`src/hdl/microwire_eeprom_word_reader_core_defines.svh`:
```
// ----------------------------------------------------------------------------
// Microwire EEPROM word reader: assertion macros
// Shared concurrent check helpers, clocked on clk_i and held off in reset.
// ----------------------------------------------------------------------------
`ifndef MICROWIRE_EEPROM_WORD_READER_CORE_DEFINES_SVH
`define MICROWIRE_EEPROM_WORD_READER_CORE_DEFINES_SVH

// Same-cycle implication.
`define MWR_ASSERT_NOW(lbl, ante, cons, msg) \
  lbl: assert property (@(posedge clk_i) disable iff (!rst_ni) \
    (ante) |-> (cons)) else $error(msg);

// Next-cycle implication.
`define MWR_ASSERT_NEXT(lbl, ante, cons, msg) \
  lbl: assert property (@(posedge clk_i) disable iff (!rst_ni) \
    (ante) |=> (cons)) else $error(msg);

`endif

```
`src/hdl/mwr_pkg.sv`:
```
// ----------------------------------------------------------------------------
// Microwire EEPROM word reader package
// Command and register codes, pin encodings, fixed pin tables, result type.
// ----------------------------------------------------------------------------
package mwr_pkg;

  // Item commands
  localparam logic CMD_TICK  = 1'b0;
  localparam logic CMD_START = 1'b1;

  // Configuration register indices
  localparam logic REG_HOLD = 1'b0;
  localparam logic REG_SWAP = 1'b1;

  localparam int unsigned CfgIdxW  = 1;
  localparam int unsigned CfgDataW = 16;
  localparam int unsigned HoldW    = 16;
  localparam int unsigned WordW    = 16;
  localparam int unsigned AddrInW  = 8;

  localparam logic [HoldW-1:0] HOLD_RESET = 16'd40;
  localparam logic             SWAP_RESET = 1'b1;

  // Pin vector bits: {D, S, C}
  localparam int unsigned PinW = 3;
  localparam logic [PinW-1:0] PIN_NONE = 3'b000;
  localparam logic [PinW-1:0] PIN_C    = 3'b001;
  localparam logic [PinW-1:0] PIN_S    = 3'b010;
  localparam logic [PinW-1:0] PIN_D    = 3'b100;

  localparam int unsigned HeadSteps = 10;
  localparam int unsigned TailSteps = 4;

  // Preamble clock, start bit, then opcode 10
  function automatic logic [PinW-1:0] head_pins(input logic [3:0] idx);
    logic [PinW-1:0] p;
    case (idx)
      4'd0:    p = PIN_NONE;
      4'd1:    p = PIN_S;
      4'd2:    p = PIN_S | PIN_C;
      4'd3:    p = PIN_S;
      4'd4:    p = PIN_S | PIN_D;
      4'd5:    p = PIN_S | PIN_D | PIN_C;
      4'd6:    p = PIN_S | PIN_D;
      4'd7:    p = PIN_S | PIN_D | PIN_C;
      4'd8:    p = PIN_S;
      4'd9:    p = PIN_S | PIN_C;
      default: p = PIN_NONE;
    endcase
    return p;
  endfunction

  // Deselect tail
  function automatic logic [PinW-1:0] tail_pins(input logic [1:0] idx);
    logic [PinW-1:0] p;
    case (idx)
      2'd0:    p = PIN_NONE;
      2'd1:    p = PIN_S;
      2'd2:    p = PIN_NONE;
      default: p = PIN_C;
    endcase
    return p;
  endfunction

  typedef struct packed {
    logic             chip_select;
    logic             serial_clock;
    logic             serial_out;
    logic             busy_res;
    logic             word_valid;
    logic [WordW-1:0] read_word;
    logic             start_ignored;
  } mwr_result_t;

endpackage

```
`src/hdl/mwr_seq.sv`:
```
// ----------------------------------------------------------------------------
// Microwire EEPROM word reader: step sequencer
// Holds the sequence state and works out one item's result in a single pass.
// ----------------------------------------------------------------------------
`include "microwire_eeprom_word_reader_core_defines.svh"

module mwr_seq #(
  parameter int unsigned ADDRESS_BITS = 8,
  parameter int unsigned DATA_BITS    = 16
) (
  input  logic                                clk_i,
  input  logic                                rst_ni,
  input  logic                                accept_i,
  input  logic                                command_i,
  input  logic [mwr_pkg::AddrInW-1:0]         word_address_i,
  input  logic                                serial_in_i,
  input  logic [mwr_pkg::HoldW-1:0]           hold_ticks_i,
  input  logic                                swap_bytes_i,
  output mwr_pkg::mwr_result_t                result_o
);

  localparam int unsigned AddrStart  = mwr_pkg::HeadSteps;
  localparam int unsigned TurnStep   = AddrStart + 2 * ADDRESS_BITS;
  localparam int unsigned DataStart  = TurnStep + 1;
  localparam int unsigned TailStart  = DataStart + 2 * DATA_BITS;
  localparam int unsigned TotalSteps = TailStart + mwr_pkg::TailSteps;
  localparam int unsigned StepW      = $clog2(TotalSteps);
  localparam int unsigned ABitW      = $clog2(ADDRESS_BITS);
  localparam int unsigned AddrExtW   =
    (ADDRESS_BITS > mwr_pkg::AddrInW) ? ADDRESS_BITS : mwr_pkg::AddrInW;

  logic [StepW-1:0]             step_q, step_d;
  logic [mwr_pkg::HoldW-1:0]    hold_q, hold_d;
  logic [ADDRESS_BITS-1:0]      addr_q, addr_d;
  logic [DATA_BITS-1:0]         shift_q, shift_d;
  logic                         running_q, running_d;
  logic [mwr_pkg::PinW-1:0]     pins_q, pins_d;

  logic [mwr_pkg::HoldW-1:0]    hold_eff;
  logic [mwr_pkg::HoldW:0]      cnt_inc;
  logic [StepW:0]               step_inc;
  logic [StepW-1:0]             data_off;
  logic [AddrExtW-1:0]          addr_ext;
  logic                         valid;
  logic                         ignored;
  logic [mwr_pkg::WordW-1:0]    word_raw;
  logic [mwr_pkg::WordW-1:0]    word;

  // Pin levels for step s
  function automatic logic [mwr_pkg::PinW-1:0] pins_for(
    input logic [StepW-1:0]        s,
    input logic [ADDRESS_BITS-1:0] a
  );
    logic [StepW-1:0]         k;
    logic [ABitW-1:0]         abit;
    logic [StepW-1:0]         doff;
    logic [mwr_pkg::PinW-1:0] p;
    k    = s - StepW'(AddrStart);
    abit = ABitW'(ADDRESS_BITS - 1) - ABitW'(k >> 1);
    doff = s - StepW'(DataStart);
    if (s < StepW'(AddrStart)) begin
      p = mwr_pkg::head_pins(4'(s));
    end else if (s < StepW'(TurnStep)) begin
      p = mwr_pkg::PIN_S
        | (a[abit] ? mwr_pkg::PIN_D : mwr_pkg::PIN_NONE)
        | (k[0] ? mwr_pkg::PIN_C : mwr_pkg::PIN_NONE);
    end else if (s == StepW'(TurnStep)) begin
      p = mwr_pkg::PIN_S;
    end else if (s < StepW'(TailStart)) begin
      p = doff[0] ? mwr_pkg::PIN_S : (mwr_pkg::PIN_S | mwr_pkg::PIN_C);
    end else begin
      p = mwr_pkg::tail_pins(2'(s - StepW'(TailStart)));
    end
    return p;
  endfunction

  always_comb begin
    step_d    = step_q;
    hold_d    = hold_q;
    addr_d    = addr_q;
    shift_d   = shift_q;
    running_d = running_q;
    pins_d    = pins_q;
    valid     = 1'b0;
    ignored   = 1'b0;

    hold_eff = (hold_ticks_i == '0) ? mwr_pkg::HoldW'(1) : hold_ticks_i;
    cnt_inc  = {1'b0, hold_q} + (mwr_pkg::HoldW + 1)'(1);
    step_inc = {1'b0, step_q} + (StepW + 1)'(1);
    data_off = step_q - StepW'(DataStart);
    addr_ext = AddrExtW'(word_address_i);

    if (accept_i) begin
      if (command_i == mwr_pkg::CMD_START) begin
        if (running_q) begin
          ignored = 1'b1;
        end else begin
          addr_d    = addr_ext[ADDRESS_BITS-1:0];
          step_d    = '0;
          hold_d    = '0;
          shift_d   = '0;
          running_d = 1'b1;
          pins_d    = pins_for('0, addr_ext[ADDRESS_BITS-1:0]);
        end
      end else if (running_q) begin
        if (cnt_inc >= {1'b0, hold_eff}) begin
          hold_d = '0;
          // sample on the end of each clock-low data step
          if (step_q >= StepW'(DataStart) && step_q < StepW'(TailStart) &&
              data_off[0]) begin
            shift_d = {shift_q[DATA_BITS-2:0], serial_in_i};
          end
          if (step_inc >= (StepW + 1)'(TotalSteps)) begin
            running_d = 1'b0;
            step_d    = '0;
            valid     = 1'b1;
          end else begin
            step_d = step_inc[StepW-1:0];
            pins_d = pins_for(step_inc[StepW-1:0], addr_q);
          end
        end else begin
          hold_d = cnt_inc[mwr_pkg::HoldW-1:0];
        end
      end
    end

    word_raw = mwr_pkg::WordW'(shift_d);
    if (!valid) begin
      word = '0;
    end else if (swap_bytes_i) begin
      word = {word_raw[7:0], word_raw[15:8]};
    end else begin
      word = word_raw;
    end

    result_o.chip_select   = |(pins_d & mwr_pkg::PIN_S);
    result_o.serial_clock  = |(pins_d & mwr_pkg::PIN_C);
    result_o.serial_out    = |(pins_d & mwr_pkg::PIN_D);
    result_o.busy_res      = running_d;
    result_o.word_valid    = valid;
    result_o.read_word     = word;
    result_o.start_ignored = ignored;
  end

  always_ff @(posedge clk_i or negedge rst_ni) begin
    if (!rst_ni) begin
      step_q    <= '0;
      hold_q    <= '0;
      addr_q    <= '0;
      shift_q   <= '0;
      running_q <= 1'b0;
      pins_q    <= '0;
    end else begin
      step_q    <= step_d;
      hold_q    <= hold_d;
      addr_q    <= addr_d;
      shift_q   <= shift_d;
      running_q <= running_d;
      pins_q    <= pins_d;
    end
  end

  `MWR_ASSERT_NEXT(a_start_runs, accept_i && command_i == mwr_pkg::CMD_START && !running_q, running_q && step_q == '0 && hold_q == '0, "start did not begin the sequence")
  `MWR_ASSERT_NEXT(a_done_idles, accept_i && result_o.word_valid, !running_q && step_q == '0, "sequence still running after word delivered")
  `MWR_ASSERT_NOW(a_ignore_busy, result_o.start_ignored, running_q && accept_i, "start flagged as ignored while idle")

endmodule

```
`src/hdl/microwire_eeprom_word_reader_core.sv`:
```
// Output: a result is registered and presented in the cycle after its input transfer.
// Throughput: one item per cycle while not stalled; the sequencer state and
//   result register update on each transfer, so free-running timebase ticks flow.
// Reset: asynchronous, active low; sequencer idle with its pins low, hold 40 ticks, swap on.
// A full read takes 63 steps (default sizes) of hold_ticks ticks each; a zero hold counts as one.
// ----------------------------------------------------------------------------
// Microwire EEPROM word reader core
// Bus-master READ of one word from a 93C66-style serial EEPROM. Each item is
// a start or a time tick; each transfer yields one result with the pin
// levels, busy flag and, at completion, the word read.
// ----------------------------------------------------------------------------
`include "microwire_eeprom_word_reader_core_defines.svh"

module microwire_eeprom_word_reader_core #(
  parameter int unsigned ADDRESS_BITS = 8,
  parameter int unsigned DATA_BITS    = 16
) (
  input  logic                             clk_i,
  input  logic                             rst_ni,
  // configuration write port
  input  logic                             cfg_we_i,
  input  logic [mwr_pkg::CfgIdxW-1:0]      cfg_index_i,
  input  logic [mwr_pkg::CfgDataW-1:0]     cfg_data_i,
  // input channel
  input  logic                             in_valid_i,
  output logic                             in_stall_o,
  input  logic                             command_i,
  input  logic [mwr_pkg::AddrInW-1:0]      word_address_i,
  input  logic                             serial_in_i,
  // result channel
  output logic                             out_valid_o,
  input  logic                             out_stall_i,
  output logic                             chip_select_o,
  output logic                             serial_clock_o,
  output logic                             serial_out_o,
  output logic                             busy_res_o,
  output logic                             word_valid_o,
  output logic [mwr_pkg::WordW-1:0]        read_word_o,
  output logic                             start_ignored_o
);

  // Configuration registers
  logic [mwr_pkg::HoldW-1:0] hold_ticks_q;
  logic                      swap_bytes_q;

  always_ff @(posedge clk_i or negedge rst_ni) begin
    if (!rst_ni) begin
      hold_ticks_q <= mwr_pkg::HOLD_RESET;
      swap_bytes_q <= mwr_pkg::SWAP_RESET;
    end else if (cfg_we_i) begin
      unique case (cfg_index_i)
        mwr_pkg::REG_HOLD: hold_ticks_q <= cfg_data_i;
        mwr_pkg::REG_SWAP: swap_bytes_q <= cfg_data_i[0];
        default: ;
      endcase
    end
  end

  // Handshake: the result register takes a new transfer whenever it is
  // empty or being drained this cycle, so input stalls only while a result
  // is held by the receiver.
  logic                 in_xfer;
  logic                 out_valid_q;
  mwr_pkg::mwr_result_t seq_res;
  mwr_pkg::mwr_result_t res_q;

  assign in_stall_o = out_valid_q && out_stall_i;
  assign in_xfer    = in_valid_i && !in_stall_o;

  mwr_seq #(
    .ADDRESS_BITS (ADDRESS_BITS),
    .DATA_BITS    (DATA_BITS)
  ) u_seq (
    .clk_i          (clk_i),
    .rst_ni         (rst_ni),
    .accept_i       (in_xfer),
    .command_i      (command_i),
    .word_address_i (word_address_i),
    .serial_in_i    (serial_in_i),
    .hold_ticks_i   (hold_ticks_q),
    .swap_bytes_i   (swap_bytes_q),
    .result_o       (seq_res)
  );

  always_ff @(posedge clk_i or negedge rst_ni) begin
    if (!rst_ni) begin
      out_valid_q <= 1'b0;
    end else if (in_xfer) begin
      out_valid_q <= 1'b1;
    end else if (!out_stall_i) begin
      out_valid_q <= 1'b0;
    end
  end

  // Result payload: loaded only on an input transfer, so it holds while stalled
  always_ff @(posedge clk_i) begin
    if (in_xfer) begin
      res_q <= seq_res;
    end
  end

  assign out_valid_o     = out_valid_q;
  assign chip_select_o   = res_q.chip_select;
  assign serial_clock_o  = res_q.serial_clock;
  assign serial_out_o    = res_q.serial_out;
  assign busy_res_o      = res_q.busy_res;
  assign word_valid_o    = res_q.word_valid;
  assign read_word_o     = res_q.read_word;
  assign start_ignored_o = res_q.start_ignored;

  `MWR_ASSERT_NEXT(a_xfer_gives_result, in_xfer, out_valid_q, "input transfer produced no result")
  `MWR_ASSERT_NOW(a_empty_never_stalls, !out_valid_q, !in_stall_o, "input stalled with empty result register")
  `MWR_ASSERT_NEXT(a_stalled_result_held, out_valid_q && out_stall_i, out_valid_q, "stalled result dropped")

endmodule

```
`config.mk`:
```
export PLATFORM = sky130hd
export DESIGN_NAME = microwire_eeprom_word_reader_core
export DESIGN_NICKNAME = d
export VERILOG_FILES = /design/src/hdl/mwr_pkg.sv /design/src/hdl/mwr_seq.sv /design/src/hdl/microwire_eeprom_word_reader_core.sv
export VERILOG_INCLUDE_DIRS = /design/src /design/src/hdl
export SDC_FILE = /design/constraint.sdc
export NUM_CORES = 1
export LEC_CHECK = 0
export BUFFER_PORTS_ARGS = -buffer_cell sky130_fd_sc_hd__buf_2
export CORE_UTILIZATION = 43
export CTS_BUF_LIST = sky130_fd_sc_hd__clkbuf_2 sky130_fd_sc_hd__clkbuf_4 sky130_fd_sc_hd__clkbuf_8
export DETAILED_ROUTE_END_ITERATION = 8
export PLACE_DENSITY = 0.62
export SLEW_MARGIN = 20
export SYNTH_ARGS = -nofsm -noshare
export SYNTH_HDL_FRONTEND = slang
export SYNTH_HIERARCHICAL = 1
export SYNTH_SLANG_ARGS = --single-unit
```
`constraint.sdc`:
```
create_clock -name clk_i -period 4.4 [get_ports clk_i]
set_input_delay 0.44 -clock clk_i [delete_from_list [all_inputs] [get_ports clk_i]]
set_output_delay 0.44 -clock clk_i [all_outputs]
set_load 0.02 [all_outputs]
```
==> impl_results.md <==
* Status: completed
* Syn avg cell area at 10.51 um2
* Final Critical Period at 3.931 ns
* CP peak stage delay at 0.49 ns
* Final nets at 607
* P_int at 1.395 mW
* Mapped Nets at 563
* R2r endpoint: read_word_o[4]$_DFFE_PP_
* Fill cells at 1139
* Ant. Diodes at 0
* Pin count of the biggest net entering global routing at 44
* Final setup vio count at 0
* DIE HEIGHT at 112.9 um
* Area contributors post-synth: dfrtp_1 31%, edfxtp_1 12%, ha_1 6.6%
* Initial antenna violation count at 0
* Hold_buf cts at 0
* I/O Pins at 56
* Setup crit start kind: flop
* Syn Std Cell Area at 5289 um2
* Cells along the critical path: ha_1, nand2_1, nor2_1, xor2_1, ha_1, a211oi_2, nor2_1, a2111o_1, and2_4, o211a_1, a211o_1, a22o_1
* Post-route cell area at 5819 um2
* Clock power frac at 28.6%
* Comb pwr share at 20.7%
* Post-DR wirelength/cell at 16.15 um
* Area Growth Syn to Fin at 10.03%
* Switching share of total power at 28.82%
* I/O Buffers at 55
* Leakage power at 2.842 nW
* Switching pwr at 564.8 uW
* Post-cts repair resize count at 0
* PwrDens at 336.7 nW/um2
* EDFF count, synth at 22
* Worst Tran Pin Value at 0.9228 ns
* Total Wirelength at 11290 um
* Initial DRT Pass Iterations at 4
* Flop-to-flop setup slack at 0.47 ns
* Post-CTS Setup Repair Bufs at 0
* Distinct cells, synth at 62
* Fin Hold WS at 0.1960 ns
* Layout Skew at 0.01165 ns
* Vias in the first global route at 3980
* Die ar. at 12750 um2
* CP max FO at 19
* Clock sink total at 90
* Die W at 112.9 um
* Placed standard-cell area at 5628 um2
* Final Worst Setup Slack at 0.4695 ns
* FF-to-FF Start: u_seq/hold_q[0]$_DFFE_PN0P_
* DP Worst Slack at 0.4864 ns
* Commonest non-fill, non-tap cell in the layout: dfrtp_1
* Final slew viol count at 0
* Crit-path slowest cell: o211a_1
* Num CTS Buffers at 9
* Layout cell share with drive strength beyond 1 at 23.19%
* Rows at 40
* Unrepaired setup endpoints after global routing: false
* Clk slew on worst S/H paths at 0.09 ns
* Final Hold Viols at 0
* Root buf cell: clkbuf_8
* Seq pwr share at 50.7%
* DRC viols at 0
* Vias/cell at 5.697
* Cells after Synth at 503
* Initial Util at 44.03%
* Area leader, netlist: dfrtp_1
* First-pass GRT wire length at 19390 um
* Post-DP HPWL at 8181 um
* Core Box Area at 12010 um2
* DRT iter0 DRCs at 251
* CP required at 4.54 ns
* Ys Warns at 6
* TritonCTS clock tree: done
* Antenna-violating nets left at 0
* Asr flop ratio synth at 75.56%
* Post-synth top flop: dfrtp_1
* Worst setup EP type: flop
* GP Congestion at 0.8847
* Clk_lat worst skew at 0.37 ns
* Synth top area share at 30.75%
* Commonest non-fill, non-tap cells in the layout: 65 x dfrtp_1, 57 x nand2_1, 55 x buf_2
* Tcrit/Tclk final at 89.33%
* Seq/Total Area, Yosys at 44.74%
* Peak VDD IR at 166.5 uV
* CP Data Arrival Time at 4.07 ns
* WS Path Type: flop to flop
* Worst Hold Class: input port to asynchronous set/reset pin
* Gr ovfl total at 0
* Clock Path Buffers at 2
* TNS Setup at 0 ns
* All-Layer GR Usage at 19.26%
* FF+latch count, synth at 90
* H-tree depth at 3
* FF-to-FF path depth at 12
* Via count at 3982
* Maximum clock frequency at 0.2544 GHz
* Relative slew slack at 38.48%
* Max cap viols at 0
[stage by stage]
step           instances  power, mW  util, %
2_1_floorplan        503      1.297        -
3_3_place_gp         683      1.407    46.85
3_5_place_dp         683      1.421    46.85
4_1_cts              699      1.991    48.45
5_1_grt              699      2.077    48.45
6_report             699      1.960    48.45
[worst max-delay path by stage]
stage          slack [ns]                           to                         from
2_1_floorplan        0.94  u_seq/step_q[1]$_DFFE_PN0P_      out_valid_o$_DFFE_PN0P_
3_3_place_gp         0.60     read_word_o[2]$_DFFE_PP_  u_seq/hold_q[0]$_DFFE_PN0P_
3_5_place_dp         0.49     read_word_o[4]$_DFFE_PP_  u_seq/hold_q[0]$_DFFE_PN0P_
4_1_cts              0.46     read_word_o[4]$_DFFE_PP_  u_seq/hold_q[0]$_DFFE_PN0P_
5_1_grt              0.11    read_word_o[10]$_DFFE_PP_  u_seq/hold_q[0]$_DFFE_PN0P_
6_report             0.47     read_word_o[4]$_DFFE_PP_  u_seq/hold_q[0]$_DFFE_PN0P_
[final cells by class]
class                   instances  area (um2)  area share [%]
clock inverters                 4       45.04          0.7740
well taps                     147       183.9           3.161
inverters                      30       112.6           1.935
clock buffers                  12       146.4           2.516
multi-input cells             356        2653           45.58
repair buffers                 60       312.8           5.375
flip-flops and latches         90        2366           40.66
[cell usage after synthesis, types with 6 or more instances]
cell type / n
nor3_1: 6
a211o_1: 7
a21oi_1: 11
clkbuf_1: 14
nand3_1: 13
inv_1: 29
mux2_4: 10
and2_1: 6
o41ai_1: 12
xor2_1: 8
o21ai_0: 28
mux2_2: 23
and3_1: 8
a21o_1: 24
nand4_1: 7
ha_1: 28
xnor2_1: 11
nand2_1: 57
nor4_1: 8
dfrtp_1: 65
nor2_1: 21
edfxtp_1: 22
a22o_1: 17
[registers in the layout, summed over array words and instances, names as in the netlist]
signal	count
u_seq/running_q	1
start_ignored_o	1
out_valid_o	1
u_seq/addr_q	8
serial_out_o	1
read_word_o	16
u_seq/shift_q	16
busy_res_o	1
word_valid_o	1
u_seq/pins_q	3
swap_bytes_q	1
hold_ticks_q	16
chip_select_o	1
serial_clock_o	1
u_seq/hold_q	16
u_seq/step_q	6
[power by group through the flow]
stage	Clock, mW	Combinational, mW	Sequential (mW)
after global routing	0.613	0.461	1.00
after detailed placement	0	0.410	1.01
after floorplan	0	0.301	0.996
after CTS	0.585	0.412	0.994
after global placement	0	0.400	1.01
final	0.561	0.405	0.993
[critical path, delay by kind of cell, from the launching register on]
family	cells	cell delay, ns
compound gates	5	1.76
simple gates	4	0.62
xor+xnor	1	0.30
fa+ha+maj	2	0.58
flops	1	0.42
[logic make-up after synthesis]
family,Yosys count,share of synthesized area (%)
flops,90,44.74
simple gates,142,13.25
buf+inv,57,5.252
xor+xnor,19,3.146
fa+ha+maj,28,6.624
mux,38,9.155
compound gates,129,17.84
[metal layers]
metal  up-vias  GRT usage (%)  part of all wire [%]
li1       1924              -                     -
met1      1956          26.46                    48
met2        87          29.59                    46
met3        15          3.642                   4.1
met4         0          8.860                   1.7
met5         -              0                     0
(Power assumes the default switching activity.)
